$ cat src/rtl/core/length_prefixed_frame_deframer_core_assert.svh
// Assertion macros for the deframer core.
`ifndef LENGTH_PREFIXED_FRAME_DEFRAMER_CORE_ASSERT_SVH
`define LENGTH_PREFIXED_FRAME_DEFRAMER_CORE_ASSERT_SVH

`ifndef ASSERT_OFF

// same-cycle implication
`define LPFD_ASSERT_IMP(lbl, clk, rst_n, ante, cons) \
    lbl: assert property (@(posedge clk) disable iff (!rst_n) (ante) |-> (cons)) \
        else $error("lpfd: implication check failed");

// next-cycle implication
`define LPFD_ASSERT_NXT(lbl, clk, rst_n, ante, cons) \
    lbl: assert property (@(posedge clk) disable iff (!rst_n) (ante) |=> (cons)) \
        else $error("lpfd: next-cycle check failed");

`else

`define LPFD_ASSERT_IMP(lbl, clk, rst_n, ante, cons)
`define LPFD_ASSERT_NXT(lbl, clk, rst_n, ante, cons)

`endif

`endif

$ cat src/rtl/core/lpfd_pkg.sv
package lpfd_pkg;

    localparam int unsigned HDR_BYTES  = 10;
    localparam int unsigned HDR_CNT_W  = $clog2(HDR_BYTES);
    localparam int unsigned LEN_W      = 31;
    localparam int unsigned CFG_IDX_W  = 1;
    localparam int unsigned CFG_DATA_W = 32;

    localparam logic [31:0]      MAGIC_RST   = 32'h4642_4542;  // "FBEB"
    localparam logic [LEN_W-1:0] MAX_LEN_RST = LEN_W'(65536);

    localparam logic [CFG_IDX_W-1:0] CFG_MAGIC   = 1'b0;
    localparam logic [CFG_IDX_W-1:0] CFG_MAX_LEN = 1'b1;

    typedef enum logic [1:0] {
        ST_PAYLOAD    = 2'd0,
        ST_BAD_MAGIC  = 2'd1,
        ST_BAD_LENGTH = 2'd2
    } t_status;

    typedef struct packed {
        t_status            status;
        logic [7:0]         payload_byte;
        logic [15:0]        event_id;
        logic signed [31:0] frame_length;
        logic               last;
    } t_result;

    typedef struct packed {
        logic [31:0]      magic;
        logic [LEN_W-1:0] max_len;
    } t_cfg;

endpackage

$ cat src/rtl/core/lpfd_cfg.sv
module lpfd_cfg
    import lpfd_pkg::*;
(
    input  logic                  i_clk,
    input  logic                  i_rst_n,
    input  logic                  i_cfg_wr_en,
    input  logic [CFG_IDX_W-1:0]  i_cfg_idx,
    input  logic [CFG_DATA_W-1:0] i_cfg_wr_data,
    output t_cfg                  o_cfg
);

    t_cfg r_cfg;
    t_cfg n_cfg;

    always_comb begin
        n_cfg = r_cfg;
        if (i_cfg_wr_en) begin
            case (i_cfg_idx)
                CFG_MAGIC:   n_cfg.magic   = i_cfg_wr_data;
                CFG_MAX_LEN: n_cfg.max_len = i_cfg_wr_data[LEN_W-1:0];
                default:     n_cfg         = r_cfg;
            endcase
        end
    end

    always_ff @(posedge i_clk) begin
        if (!i_rst_n) begin
            r_cfg.magic   <= MAGIC_RST;
            r_cfg.max_len <= MAX_LEN_RST;
        end else begin
            r_cfg <= n_cfg;
        end
    end

    assign o_cfg = r_cfg;

endmodule

$ cat src/rtl/core/lpfd_hdr.sv
`include "length_prefixed_frame_deframer_core_assert.svh"

module lpfd_hdr
    import lpfd_pkg::*;
(
    input  logic       i_clk,
    input  logic       i_rst_n,
    input  logic       i_accept,
    input  logic [7:0] i_rx_byte,
    input  t_cfg       i_cfg,
    output logic       o_res_valid,
    output t_result    o_res
);

    typedef enum logic [1:0] {
        PH_HEADER  = 2'b01,
        PH_PAYLOAD = 2'b10
    } t_phase;

    t_phase                r_phase, n_phase;
    logic [HDR_CNT_W-1:0]  r_hdr_cnt, n_hdr_cnt;
    logic [15:0]           r_event, n_event;
    logic [LEN_W-1:0]      r_pay_len, n_pay_len;
    logic [LEN_W-1:0]      r_pay_cnt, n_pay_cnt;
    // last header byte is taken straight from the input, so one entry less
    logic [7:0]            r_hdr_store [HDR_BYTES-1];

    logic        hdr_last;
    logic [31:0] hdr_magic;
    logic [15:0] hdr_event;
    logic [31:0] hdr_len;
    logic        bad_magic;
    logic        bad_len;
    logic [LEN_W-1:0] pay_cnt_inc;
    logic        pay_end;
    logic        res_valid;
    t_result     res;

    assign hdr_last  = (r_hdr_cnt == HDR_CNT_W'(HDR_BYTES - 1));
    assign hdr_magic = {r_hdr_store[0], r_hdr_store[1], r_hdr_store[2], r_hdr_store[3]};
    assign hdr_event = {r_hdr_store[5], r_hdr_store[4]};
    assign hdr_len   = {i_rx_byte, r_hdr_store[8], r_hdr_store[7], r_hdr_store[6]};
    assign bad_magic = (hdr_magic != i_cfg.magic);
    // sign bit set, zero, or above the limit
    assign bad_len   = hdr_len[31] || (hdr_len[LEN_W-1:0] == '0)
                       || (hdr_len[LEN_W-1:0] > i_cfg.max_len);

    assign pay_cnt_inc = r_pay_cnt + LEN_W'(1);
    assign pay_end     = (pay_cnt_inc >= r_pay_len);

    always_comb begin
        res_valid        = 1'b0;
        res.status       = ST_PAYLOAD;
        res.payload_byte = 8'd0;
        res.event_id     = r_event;
        res.frame_length = $signed({1'b0, r_pay_len});
        res.last         = 1'b0;
        n_phase          = r_phase;
        n_hdr_cnt        = r_hdr_cnt;
        n_event          = r_event;
        n_pay_len        = r_pay_len;
        n_pay_cnt        = r_pay_cnt;

        case (r_phase)
            PH_HEADER: begin
                if (hdr_last) begin
                    n_hdr_cnt        = '0;
                    n_event          = hdr_event;
                    res.event_id     = hdr_event;
                    res.frame_length = $signed(hdr_len);
                    res.last         = 1'b1;
                    if (bad_magic) begin
                        res_valid  = 1'b1;
                        res.status = ST_BAD_MAGIC;
                    end else if (bad_len) begin
                        res_valid  = 1'b1;
                        res.status = ST_BAD_LENGTH;
                    end else begin
                        n_pay_len = hdr_len[LEN_W-1:0];
                        n_pay_cnt = '0;
                        n_phase   = PH_PAYLOAD;
                    end
                end else begin
                    n_hdr_cnt = r_hdr_cnt + HDR_CNT_W'(1);
                end
            end
            PH_PAYLOAD: begin
                res_valid        = 1'b1;
                res.payload_byte = i_rx_byte;
                res.last         = pay_end;
                if (pay_end) begin
                    n_phase   = PH_HEADER;
                    n_pay_cnt = '0;
                    n_hdr_cnt = '0;
                end else begin
                    n_pay_cnt = pay_cnt_inc;
                end
            end
            default: begin
                n_phase   = PH_HEADER;
                n_hdr_cnt = '0;
            end
        endcase
    end

    always_ff @(posedge i_clk) begin
        if (!i_rst_n) begin
            r_phase   <= PH_HEADER;
            r_hdr_cnt <= '0;
            r_event   <= '0;
            r_pay_len <= '0;
            r_pay_cnt <= '0;
        end else if (i_accept) begin
            r_phase   <= n_phase;
            r_hdr_cnt <= n_hdr_cnt;
            r_event   <= n_event;
            r_pay_len <= n_pay_len;
            r_pay_cnt <= n_pay_cnt;
        end
    end

    always_ff @(posedge i_clk) begin
        if (i_accept && (r_phase == PH_HEADER) && !hdr_last) begin
            r_hdr_store[r_hdr_cnt] <= i_rx_byte;
        end
    end

    assign o_res_valid = i_accept && res_valid;
    assign o_res       = res;

    `LPFD_ASSERT_IMP(a_hdr_cnt_range, i_clk, i_rst_n, 1'b1, r_hdr_cnt <= HDR_CNT_W'(HDR_BYTES - 1))
    `LPFD_ASSERT_IMP(a_pay_cnt_below_len, i_clk, i_rst_n, r_phase == PH_PAYLOAD, r_pay_cnt < r_pay_len)
    `LPFD_ASSERT_NXT(a_good_hdr_to_payload, i_clk, i_rst_n, i_accept && (r_phase == PH_HEADER) && hdr_last && !bad_magic && !bad_len, (r_phase == PH_PAYLOAD) && (r_hdr_cnt == '0))

endmodule

$ cat src/rtl/core/lpfd_obuf.sv
`include "length_prefixed_frame_deframer_core_assert.svh"

module lpfd_obuf
    import lpfd_pkg::*;
(
    input  logic    i_clk,
    input  logic    i_rst_n,
    input  logic    i_push,
    input  t_result i_res,
    input  logic    i_stall,
    output logic    o_valid,
    output t_result o_res,
    output logic    o_full
);

    logic    r_main_valid, n_main_valid;
    logic    r_skid_valid, n_skid_valid;
    t_result r_main, n_main;
    t_result r_skid, n_skid;
    logic    pop;

    assign pop = r_main_valid && !i_stall;

    always_comb begin
        n_main_valid = r_main_valid;
        n_skid_valid = r_skid_valid;
        n_main       = r_main;
        n_skid       = r_skid;
        if (r_skid_valid) begin
            // input is held off while the skid beat is pending
            if (pop) begin
                n_main       = r_skid;
                n_skid_valid = 1'b0;
            end
        end else if (i_push) begin
            if (!r_main_valid || pop) begin
                n_main       = i_res;
                n_main_valid = 1'b1;
            end else begin
                n_skid       = i_res;
                n_skid_valid = 1'b1;
            end
        end else if (pop) begin
            n_main_valid = 1'b0;
        end
    end

    always_ff @(posedge i_clk) begin
        if (!i_rst_n) begin
            r_main_valid <= 1'b0;
            r_skid_valid <= 1'b0;
        end else begin
            r_main_valid <= n_main_valid;
            r_skid_valid <= n_skid_valid;
        end
    end

    always_ff @(posedge i_clk) begin
        r_main <= n_main;
        r_skid <= n_skid;
    end

    assign o_valid = r_main_valid;
    assign o_res   = r_main;
    assign o_full  = r_skid_valid;

    `LPFD_ASSERT_IMP(a_skid_needs_main, i_clk, i_rst_n, r_skid_valid, r_main_valid)
    `LPFD_ASSERT_IMP(a_error_is_last, i_clk, i_rst_n, r_main_valid && (r_main.status != ST_PAYLOAD), r_main.last && (r_main.payload_byte == 8'd0))

endmodule

$ cat src/rtl/core/length_prefixed_frame_deframer_core.sv
// channel   valid     stall     payload
// -------   -------   -------   ---------------------------------------------
// in        i_valid   o_stall   i_rx_byte
// out       o_valid   i_stall   o_status o_payload_byte o_event_id
//                               o_frame_length o_last
// One rx byte per cycle while o_stall is low; each result is registered in the output buffer.
// The header/payload counters update once per accepted beat.
// i_rst_n is synchronous: counters clear, output empties, config returns to defaults.
// A two-entry output buffer parts the sides; o_stall rises only when both entries are full.
module length_prefixed_frame_deframer_core
    import lpfd_pkg::*;
(
    input  logic                  i_clk,
    input  logic                  i_rst_n,
    input  logic                  i_valid,
    output logic                  o_stall,
    input  logic [7:0]            i_rx_byte,
    output logic                  o_valid,
    input  logic                  i_stall,
    output logic [1:0]            o_status,
    output logic [7:0]            o_payload_byte,
    output logic [15:0]           o_event_id,
    output logic signed [31:0]    o_frame_length,
    output logic                  o_last,
    input  logic                  i_cfg_wr_en,
    input  logic [CFG_IDX_W-1:0]  i_cfg_idx,
    input  logic [CFG_DATA_W-1:0] i_cfg_wr_data
);

    t_cfg    cfg;
    t_result res;
    t_result out_res;
    logic    res_valid;
    logic    full;
    logic    accept;

    assign accept  = i_valid && !full;
    assign o_stall = full;

    lpfd_cfg u_cfg (
        .i_clk         (i_clk),
        .i_rst_n       (i_rst_n),
        .i_cfg_wr_en   (i_cfg_wr_en),
        .i_cfg_idx     (i_cfg_idx),
        .i_cfg_wr_data (i_cfg_wr_data),
        .o_cfg         (cfg)
    );

    lpfd_hdr u_hdr (
        .i_clk       (i_clk),
        .i_rst_n     (i_rst_n),
        .i_accept    (accept),
        .i_rx_byte   (i_rx_byte),
        .i_cfg       (cfg),
        .o_res_valid (res_valid),
        .o_res       (res)
    );

    lpfd_obuf u_obuf (
        .i_clk   (i_clk),
        .i_rst_n (i_rst_n),
        .i_push  (res_valid),
        .i_res   (res),
        .i_stall (i_stall),
        .o_valid (o_valid),
        .o_res   (out_res),
        .o_full  (full)
    );

    assign o_status       = out_res.status;
    assign o_payload_byte = out_res.payload_byte;
    assign o_event_id     = out_res.event_id;
    assign o_frame_length = out_res.frame_length;
    assign o_last         = out_res.last;

endmodule
$ cat config.mk
export PLATFORM = sky130hd
export DESIGN_NAME = length_prefixed_frame_deframer_core
export DESIGN_NICKNAME = d
export VERILOG_FILES = /design/src/rtl/core/lpfd_pkg.sv /design/src/rtl/core/lpfd_cfg.sv /design/src/rtl/core/lpfd_hdr.sv /design/src/rtl/core/lpfd_obuf.sv /design/src/rtl/core/length_prefixed_frame_deframer_core.sv
export VERILOG_INCLUDE_DIRS = /design/src /design/src/rtl/core
export SDC_FILE = /design/constraint.sdc
export NUM_CORES = 1
export LEC_CHECK = 0
export ABC_CLOCK_PERIOD_IN_PS = 7500
export BUFFER_PORTS_ARGS = -buffer_cell sky130_fd_sc_hd__buf_4
export CAP_MARGIN = 20
export CORE_MARGIN = 8
export CORE_UTILIZATION = 61
export CTS_CLUSTER_SIZE = 28
export DETAILED_ROUTE_END_ITERATION = 10
export HOLD_SLACK_MARGIN = 0.02
export PLACE_DENSITY = 0.8
export SKIP_CTS_REPAIR_TIMING = 1
export SYNTH_ARGS = -nofsm -noshare
export SYNTH_HDL_FRONTEND = slang
export SYNTH_SLANG_ARGS = --single-unit
$ cat constraint.sdc
create_clock -name i_clk -period 7.5 [get_ports i_clk]
set_input_delay 0 -clock i_clk [delete_from_list [all_inputs] [get_ports i_clk]]
set_output_delay 0 -clock i_clk [all_outputs]
set_load 0.03 [all_outputs]
[After elaboration in Yosys (flattened, before gate mapping)]
Memory sizes are Yosys's and may differ from the RTL's.
Index checks and enable logic that the tools add are counted.
Storage, ports and cells
  memories: 1
  output and inout bits: 61
  RAM bits: 72
  input bits: 46
  flip-flop bits (word level): 267
  logic and storage cells: 104
Memories
  u_hdr.r_hdr_store: words 9, width 8, rd ports 9, clocked after Yosys merged registers in 0, wr ports 1, line lpfd_hdr.sv:26  | logic [7:0] r_hdr_store [HDR_BYTES-1];
Cells by class
  mux-type cells: 38
  add/subtract/negate cells: 2
  eq/ne operators: 10
  bitwise logic cells: 5
  reduce and logical (&&, ||, !) cells: 27
  order comparisons: 2
Operator list (number)
  59-bit two-way mux: 4
  31-bit two-way mux: 4
  31-bit case mux with 2 select lines: 1
  49-bit two-way mux: 1
  48-bit two-way mux: 1
  32-bit != test: 1
  31-bit by 1-bit adder with 31-bit output, second input constant: 1
  31-bit greater-or-equal comparator: 1
  31-bit greater-than comparator: 1
  31-bit zero test: 1
  2-bit two-way mux: 8
  5-bit AND reduction: 3
  1-bit two-way mux: 12
  3-bit AND reduction: 4
  4-bit two-way mux: 2
  8-bit two-way mux: 1
  4-bit case mux with 2 select lines: 1
  2-bit nonzero test: 4
  2-bit by 1-bit != test with 1-bit output, second input constant: 3
  2-bit != test, second input constant: 3
  2-bit AND reduction: 3
  1-bit logical AND: 5
  1-bit inverter: 5
  4-bit by 1-bit adder with 4-bit output, second input constant: 1
  7 further kinds: 13

[Depth between registers and ports, before layout]
Gate-level depths: netlist of the first run.
  depth in word-level cells: 10
  mapped depth: 17
  depth with buffers taken out: 14

[By module]
Synthesis of the first run repeated with hierarchy kept, for this count alone.
Unflattened totals
  cell total of the unflattened synthesis: 1354
  area, all modules: 16100.4 sq um
By module, submodules not included
  lpfd_hdr: area an instance 8973.6 sq um, instances 1, sequential area each 3843.7 sq um, cells each 899
  lpfd_obuf: area an instance 4648.2 sq um, instances 1, sequential area each 3583.4 sq um, cells each 197
  lpfd_cfg: area an instance 2464.9 sq um, instances 1, sequential area each 1261.2 sq um, cells each 257
  length_prefixed_frame_deframer_core: area an instance 13.8 sq um, instances 1, sequential area each 0.0 sq um, cells each 1

[Least setup slack after synthesis of the first run]
No wires, ideal clock.
  path type: reg-to-reg
  from: memory u_hdr.r_hdr_store[8][6]
  to: register u_obuf.r_main, in the netlist u_obuf.o_res[0] (enable)
  arrival time: 6.271 ns
  setup time: 0.566 ns
  buffers on the path: 0
  cell stages (with the launch flop): 9
  required time: 6.934 ns
  setup slack: 0.663 ns
  clock period less this slack: 6.837 ns
  cell sequence: edfxtp_1 ha_1 nand4_1 or4_1 nor2_1 o41a_1 o31a_2 o21ai_0 a21boi_0
RTL lines
  start, declared: line lpfd_hdr.sv:26
  end signal, assigned: line lpfd_obuf.sv:59  | r_main <= n_main;
  end, declared: line lpfd_obuf.sv:18  | t_result r_main, n_main;

[Final worst setup path of the first run]
  from: register u_hdr.r_pay_cnt[0]
  to: register u_hdr.r_pay_cnt[22]
On the way
  cells in the longest elaborated chain, start to end: 4
RTL lines
  start, declared: line lpfd_hdr.sv:24  | logic [LEN_W-1:0] r_pay_cnt, n_pay_cnt;
  start signal, assigned: line lpfd_hdr.sv:118  | r_pay_cnt <= n_pay_cnt;
  31-bit by 1-bit adder with 31-bit output (*): line lpfd_hdr.sv:48  | assign pay_cnt_inc = r_pay_cnt + LEN_W'(1);
  31-bit greater-or-equal comparator: line lpfd_hdr.sv:49  | assign pay_end = (pay_cnt_inc >= r_pay_len);
  31-bit two-way mux (*): line lpfd_hdr.sv:91  | if (pay_end) begin
  31-bit case mux with 2 select lines (*): line lpfd_hdr.sv:64  | case (r_phase)
Mark *: on every way between the ends. The rest lies on a longest branch, timed or not.
A chain may end at the register's enable or synchronous reset.

==> results.sh, run 1 <==
export IMPL_hpwlAfterDp_mm=24.58
export IMPL_rsz0062_at_grt="false"
export IMPL_cp_top_family="simple AND/OR/NAND/NOR gates"
export IMPL_finalCriticalPeriod_ns=5.103
export IMPL_area_growth_pct=17.70
export IMPL_reg2reg_slack_ns=2.40
export IMPL_io_buffers=106
export IMPL_drtIter0Drc=951
export IMPL_final_seq_area_sq_mm=0.008688
export IMPL_dieArea_sq_mm=0.03060
export IMPL_tritoncts="done"
export IMPL_grt_usage=0.2432
export IMPL_cp_required_ns=7.90
export IMPL_postSynthCellCount=1464
export IMPL_setup_violations=0
export IMPL_min_path_cells=5
export IMPL_report_final_slew_viol_count=0
export IMPL_cap_viol_max_count=0
export IMPL_fin_setup_tns_ns=0
export IMPL_num_vias=11550
export IMPL_hold_class="in2reg"
export IMPL_die_y_um=174.9
export IMPL_regToRegEndpoint="u_hdr.r_pay_cnt[22]"
export IMPL_fin_worst_skew_ns=0.01993
export IMPL_routedWlPerCell_um=19.60
export IMPL_fillerInstances=1698
export IMPL_hold_ws_ns=0.05391
export IMPL_crit_path_end="u_hdr.r_pay_cnt[22]"
export IMPL_r2r_cells=15
export IMPL_ys_seq_area_frac=0.5639
export IMPL_multi_input_area_sq_mm=0.006143
export IMPL_chipWidth_um=174.9
export IMPL_worst_setup_path_end_kind="flip-flop"
export IMPL_place_congestion=0.8953
export IMPL_fmax_ghz=0.1960
export IMPL_final_util=0.7265
export IMPL_syn_num_nets=1575
export IMPL_synth_cell_type_count=66
export IMPL_worst_path_most_repeated_cell="ha_1"
export IMPL_crit_start="u_hdr.r_pay_cnt[0]"
export IMPL_n_antenna_cell=0
export IMPL_leakagePower_nw=6.879
export IMPL_fin_crit_sh=0.6804
export IMPL_cp_start_kind="flip-flop"
export IMPL_rows=58
export IMPL_path_buf_inv=1
export IMPL_cts_root_buffer="clkbuf_16"
export IMPL_grt_pass1_wl_mm=60.02
export IMPL_synth_edff_count=190
export IMPL_ys_warnings_count=0
export IMPL_start_util=0.6172
export IMPL_avgSynthCellArea_sq_um=10.52
export IMPL_tightest_slew_ns=1.006
export IMPL_cp_max_fo=24
export IMPL_run_status="finished, final reports clean"
export IMPL_layout_drive_gt1_share=0.1636
export IMPL_hold_viol_final=0
export IMPL_crit_path_max_incr_delay_ns=0.64
export IMPL_antenna_found_initial=0
export IMPL_max_clock_path_buffers=3
export IMPL_r2r_start="u_hdr.r_pay_cnt[0]"
export IMPL_worstPathArrival_ns=5.50
export IMPL_cts_made_buffers=36
export IMPL_drt_antenna_violating_nets=0
export IMPL_fin_nets=1704
export IMPL_grt_pass1_vias=11260
export IMPL_crit_cells=15
export IMPL_cts_num_sinks=339
export IMPL_path_cells="ha_1, and3_1, nand4_2, or3_1, nor2_1, xor2_1, ha_1, a21o_1, a221o_1, a221oi_1, o21ai_0, nor3b_4, buf_4, a211oi_2, o32ai_1"
export IMPL_critical_path_slowest_cell="nor3b_4"
export IMPL_synth_seq_cells=339
export IMPL_slew_headroom=0.3278
export IMPL_async_flop_share=0
export IMPL_power_density_mw_per_mm2=218.8
export IMPL_syn_area_sq_mm=0.01541
export IMPL_vias_per_cell=5.924
export IMPL_clkTransAtPathRegs_ns=0.06
export IMPL_finalPower_mw=3.968
export IMPL_grt_max_degree=89
export IMPL_synthFlopType="edfxtp_1"
export IMPL_critPathKind="reg2reg"
export IMPL_firstDrtPassIters=6
export IMPL_grt_overflow_total=0
export IMPL_vdd_ir_drop_worst_mv=0.1622
export IMPL_htreeDepth=2
export IMPL_drc=0
export IMPL_io_pins=107
export IMPL_core_sq_mm=0.02496
export IMPL_clk_latency_ns=0.52
export IMPL_drt_wl_total_mm=38.22
-- kinds of logic after synthesis --
family / after synthesis / synth area share
and+or+nand+nor: 522 / 0.1539
DFF: 339 / 0.5639
AOI/OAI and AO/OA: 236 / 0.09338
buffers and inverters: 153 / 0.03963
muxes: 88 / 0.06180
adders and majority gates: 65 / 0.05278
xor gates and xnor gates: 61 / 0.03467
-- cell usage in the layout, fill, tap and decap left out, drive strengths merged, types with 31 or more instances in the layout --
| cell type | instances |
|---|---|
| xnor2 | 43 |
| inv | 77 |
| o21ai | 62 |
| nand4 | 48 |
| a21oi | 114 |
| edfxtp | 190 |
| mux2 | 57 |
| nand2 | 340 |
| buf | 125 |
| dfxtp | 149 |
| clkbuf | 50 |
| ha | 65 |
| dlygate4sd3 | 42 |
| mux2i | 31 |
-- Yosys cell counts, types with 3 or more instances --
master      n  area, sq um
a221oi_1    3        26.28
nor4_1     11        68.82
inv_1      76        285.3
buf_1       6        22.52
and4_1      6        52.55
nor2b_1     3        18.77
o21ai_0    62        310.3
xor2_1     18        157.7
edfxtp_1  190         5705
a211oi_2    9        112.6
xnor2_1    43        376.6
o22ai_1     7        43.79
nand3b_1    3        22.52
or3_1      14        87.58
nand2_1   339         1272
dfxtp_1   149         2983
nand2b_1    6        37.54
a21boi_0    3        22.52
mux2i_1    31        310.3
nor2_1     30        112.6
buf_6       3        33.78
and3_1      4        25.02
nor3_1      6        30.03
a21oi_1   114        570.6
nand4_1    46        287.8
ha_1       65        813.3
mux2_2     57        641.9
and2_1     10        62.56
nand3_1    27        135.1
o211ai_1    3        22.52
clkbuf_1   58        217.7
o31ai_1     3        22.52
buf_2       8        40.04
a21o_1      5        37.54
or2_2       3        18.77
or4_1       4        30.03
-- where the power goes --
| group | switching [mW] | leakage, nW | internal, mW |
|---|---|---|---|
| combinational | 0.105 | 3.43 | 0.0684 |
| clock | 0.717 | 0.589 | 1.09 |
| sequential | 0.0142 | 2.86 | 1.97 |
| total | 0.836 | 6.88 | 3.13 |
-- metrics by stage --
stage	setup WS [ns]	area (sq um)	instances
final	2.397	18140	1950
after global routing	1.987	18140	1950
after CTS	2.458	17680	1906
after detailed placement	2.497	16470	1841
after global placement	2.680	16440	1839
after floorplan	0.6632	15410	1464
-- flip-flops by register name (all words and copies together), names as in the netlist --
register and flops:
u_obuf.o_full 1, u_obuf.o_valid 1, u_cfg.o_cfg 63, u_obuf.o_res 59, u_hdr.r_pay_len 31, u_hdr.r_hdr_store 72
u_hdr.r_hdr_cnt 4, u_hdr.r_phase 2, u_obuf.r_skid 59, u_hdr.r_event 16, u_hdr.r_pay_cnt 31
-- worst register-to-register path: cells and delay by family (launching register included) --
kind,cells,cell delay (ns)
xor gates and xnor gates,1,0.20
adders and majority gates,2,0.53
buffers and inverters,1,0.45
AOI/OAI and AO/OA,6,1.39
DFF,1,0.43
and+or+nand+nor,5,1.98
-- routing by layer --
metal | part of all wire | track usage | wire (um) | vias to the layer above
met5 | 0 | 0 | 0 | -
met3 | 0.075 | 0.04576 | 2859 | 107
met2 | 0.47 | 0.3897 | 17970 | 475
met1 | 0.41 | 0.3181 | 15820 | 5554
met4 | 0.041 | 0.1070 | 1571 | 0
li1 | - | - | - | 5416
-- worst min path at each step --
stage | endpoint | slack (ns) | start
3_5_place_dp | u_cfg.o_cfg[32] | 0.24 | i_cfg_wr_data[1]
4_1_cts | u_cfg.o_cfg[32] | -0.30 | i_cfg_wr_data[1]
3_3_place_gp | u_cfg.o_cfg[32] | 0.23 | i_cfg_wr_data[1]
6_report | u_cfg.o_cfg[43] | 0.05 | i_cfg_idx
2_1_floorplan | u_hdr.r_hdr_store[0][0] | 0.1 | i_rx_byte[0]
5_1_grt | u_cfg.o_cfg[43] | 0.11 | i_cfg_idx
-- layout make-up --
| type | count | area share |
|---|---|---|
| Timing Repair Buffer | 167 | 0.07699 |
| Inverter | 77 | 0.01594 |
| Tap cell | 330 | 0.02277 |
| Clock inverter | 15 | 0.01049 |
| Sequential cell | 339 | 0.4791 |
| Multi-Input combinational cell | 972 | 0.3387 |
| Clock buffer | 50 | 0.05602 |
Note: power is estimated with default switching activity, not from simulation.
==> run 2, diff against run 1 <==
Settings changed: ABC_AREA set to 1, ABC_CLOCK_PERIOD_IN_PS 7500 to 4100, CORE_UTILIZATION 61 to 55, PLACE_DENSITY 0.8 to 0.76.
Clock period 7.5 ns to 4.1 ns, I/O delays scaled along.
==> results.sh, run 2 <==
export IMPL_run_status="finished, final reports clean"
export IMPL_layout_commonest_cell="nand2_1"
export IMPL_finalCriticalPeriod_ns=3.608
export IMPL_grt_max_degree=113
export IMPL_critPathKind="reg2reg"
export IMPL_io_buffers=106
export IMPL_leakagePower_nw=7.623
export IMPL_synth_area_mux_share=0
export IMPL_cp_start_kind="flip-flop"
export IMPL_antenna_found_initial=2
export IMPL_synth_common_cells="nand2_1 (451), edfxtp_1 (190), inv_1 (178), nor2_1 (159), dfxtp_1 (149)"
export IMPL_start_util=0.5590
export IMPL_syn_area_sq_mm=0.01553
export IMPL_fillerInstances=2284
export IMPL_cts_made_buffers=35
export IMPL_num_vias=12250
export IMPL_synth_xor_area_frac=0.03215
export IMPL_io_pins=107
export IMPL_synth_cell_type_count=30
export IMPL_largest_register="u_hdr.r_hdr_store"
export IMPL_grt_usage=0.2289
export IMPL_critical_path_slowest_cell="dfxtp_1"
export IMPL_crit_path_max_incr_delay_ns=0.41
export IMPL_cts_num_sinks=339
export IMPL_largest_reg_flops=72
export IMPL_vias_per_cell=5.345
export IMPL_report_final_slew_viol_count=0
export IMPL_worst_path_most_repeated_cell="inv_1"
export IMPL_ys_warnings_count=0
export IMPL_power_density_mw_per_mm2=391.7
export IMPL_worst_setup_path_end_kind="flip-flop"
export IMPL_layout_common_cells="nand2_1 (451), edfxtp_1 (190), inv_1 (177)"
export IMPL_cap_viol_max_count=0
export IMPL_drt_wl_total_mm=39.79
export IMPL_postSynthCellCount=1755
export IMPL_synth_compound_area_frac=0.09684
export IMPL_hpwlAfterDp_mm=27.24
export IMPL_htreeDepth=2
export IMPL_synth_simple_area_share=0.1911
export IMPL_clk_latency_ns=0.53
export IMPL_die_y_um=184.0
export IMPL_cp_required_ns=4.49
export IMPL_drt_antenna_violating_nets=0
export IMPL_synth_most_common_cell="nand2_1"
export IMPL_post_place_ws_ns=0.4865
export IMPL_hold_class="in2reg"
export IMPL_layout_drive_gt1_share=0.1088
export IMPL_grt_pass1_wl_mm=61.13
export IMPL_fin_worst_skew_ns=0.03313
export IMPL_syn_num_nets=1866
export IMPL_synth_seq_cells=339
export IMPL_cp_max_fo=5
export IMPL_yosys_area_top_type="edfxtp_1"
export IMPL_area_growth_pct=17.36
export IMPL_firstDrtPassIters=5
export IMPL_chipWidth_um=184.0
export IMPL_hold_viol_final=0
export IMPL_rows=61
export IMPL_grt_pass1_vias=11380
export IMPL_grt_overflow_total=0
export IMPL_synth_top_family_by_area="simple AND/OR/NAND/NOR gates"
export IMPL_worstPathArrival_ns=3.99
export IMPL_final_util=0.6561
export IMPL_fin_nets=1995
export IMPL_synthFlopType="edfxtp_1"
export IMPL_path_cells="ha_1, inv_1, nor3_2, inv_2, nor2_1, inv_1, nor3_1, xor2_1, inv_1, ha_1, nand4_1, nor4_1, nand2_1, nand3_1, nand3_1, o21ai_0, a21oi_1"
export IMPL_cts_root_buffer="clkbuf_16"
export IMPL_ys_seq_area_frac=0.5595
export IMPL_synth_top_area_frac=0.3674
export IMPL_fmax_ghz=0.2772
export IMPL_slew_headroom=0.2620
export IMPL_clkTransAtPathRegs_ns=0.06
export IMPL_dieArea_sq_mm=0.03387
export IMPL_avgSynthCellArea_sq_um=8.849
export IMPL_vdd_ir_drop_worst_mv=0.2431
export IMPL_ys_top_cells_by_area="edfxtp_1 (37%), dfxtp_1 (19%), nand2_1 (11%)"
export IMPL_synth_edff_count=190
export IMPL_max_clock_path_buffers=3
export IMPL_routedWlPerCell_um=17.37
export IMPL_fin_setup_tns_ns=0
export IMPL_place_congestion=0.9600
export IMPL_async_flop_share=0
export IMPL_setup_ws_ns=0.4919
export IMPL_setup_violations=0
export IMPL_tightest_slew_ns=1.107
export IMPL_rsz0062_at_grt="false"
export IMPL_tritoncts="done"
export IMPL_core_sq_mm=0.02778
export IMPL_drc=0
export IMPL_synthAdderAreaFrac=0.05237
export IMPL_drtIter0Drc=1010
export IMPL_fin_crit_sh=0.8800
-- run 2: cell types whose count changed after synthesis, sizes merged, moves of 31 or more --
| cell | previous run | this run |
|---|---|---|
| inv | 76 | 197 |
| o21ai | 62 | 164 |
| nand2 | 340 | 452 |
| mux2 | 57 | 0 |
| mux2i | 31 | 0 |
| nor2 | 30 | 162 |
-- run 2: critical path, delay by kind of cell (launching register included) --
family / cells / cell delay, ns
flops: 1 / 0.41
fa+ha+maj: 2 / 0.56
simple gates: 8 / 1.56
xor+xnor: 1 / 0.17
buf+inv: 4 / 0.31
compound gates: 2 / 0.46
-- run 2: cell families (layout without fill, tap and decap cells) --
kind of cell | after synthesis | in the layout
AO/OA/AOI/OAI | 298 | 298
AND/OR/NAND/NOR | 725 | 725
other | 0 | 2
XOR/XNOR | 57 | 57
buffers and inverters | 271 | 427
adder cells (fa/ha/maj) | 65 | 65
flip-flops | 339 | 339
-- run 2: cell type report --
class | instances | area (sq um) | share of cell area
Antenna cell | 2 | 5.005 | 0.0002746
Clock buffer | 50 | 1036 | 0.05684
Clock inverter | 14 | 112.6 | 0.006178
Inverter | 197 | 739.5 | 0.04057
Multi-Input combinational cell | 1145 | 5798 | 0.3181
Sequential cell | 339 | 8690 | 0.4768
Tap cell | 378 | 473.0 | 0.02595
Timing Repair Buffer | 166 | 1373 | 0.07531
-- run 2: worst paths after layout --
kind / from / end / slack [ns] / cells past startpoint
hold / removal: i_cfg_idx / u_cfg.o_cfg[61] / 0.05 / 5
setup / recovery: u_hdr.r_pay_cnt[0] / u_hdr.r_phase[1] / 0.49 / 17
hold reg to reg: u_hdr.r_event[5] / u_hdr.r_event[5] / 0.45 / 2
setup reg to reg: u_hdr.r_pay_cnt[0] / u_hdr.r_phase[1] / 0.49 / 17
-- run 2: stage by stage --
stage | power (mW) | hold slack, ns | cells | cell area, sq um
floorplan | 3.890 | 0.09887 | 1755 | 15530
global placement | 4.004 | 0.2190 | 2180 | 16620
detailed placement | 4.018 | 0.2283 | 2180 | 16620
CTS | 7.140 | -0.3224 | 2244 | 17770
global route | 7.368 | 0.05382 | 2291 | 18230
finish | 7.139 | 0.05450 | 2291 | 18230
-- run 2: power by group --
group          leakage (nW)  internal, mW  switching [mW]
sequential             2.98          3.62          0.0266
combinational          4.07         0.137           0.201
clock                 0.571          1.84            1.32
-- run 2: routing by layer --
| layer | share of wire | global-route usage |
|---|---|---|
| met3 | 0.088 | 0.05040 |
| met1 | 0.42 | 0.3000 |
| met4 | 0.034 | 0.08228 |
| met5 | 0 | 0 |
| met2 | 0.46 | 0.3692 |
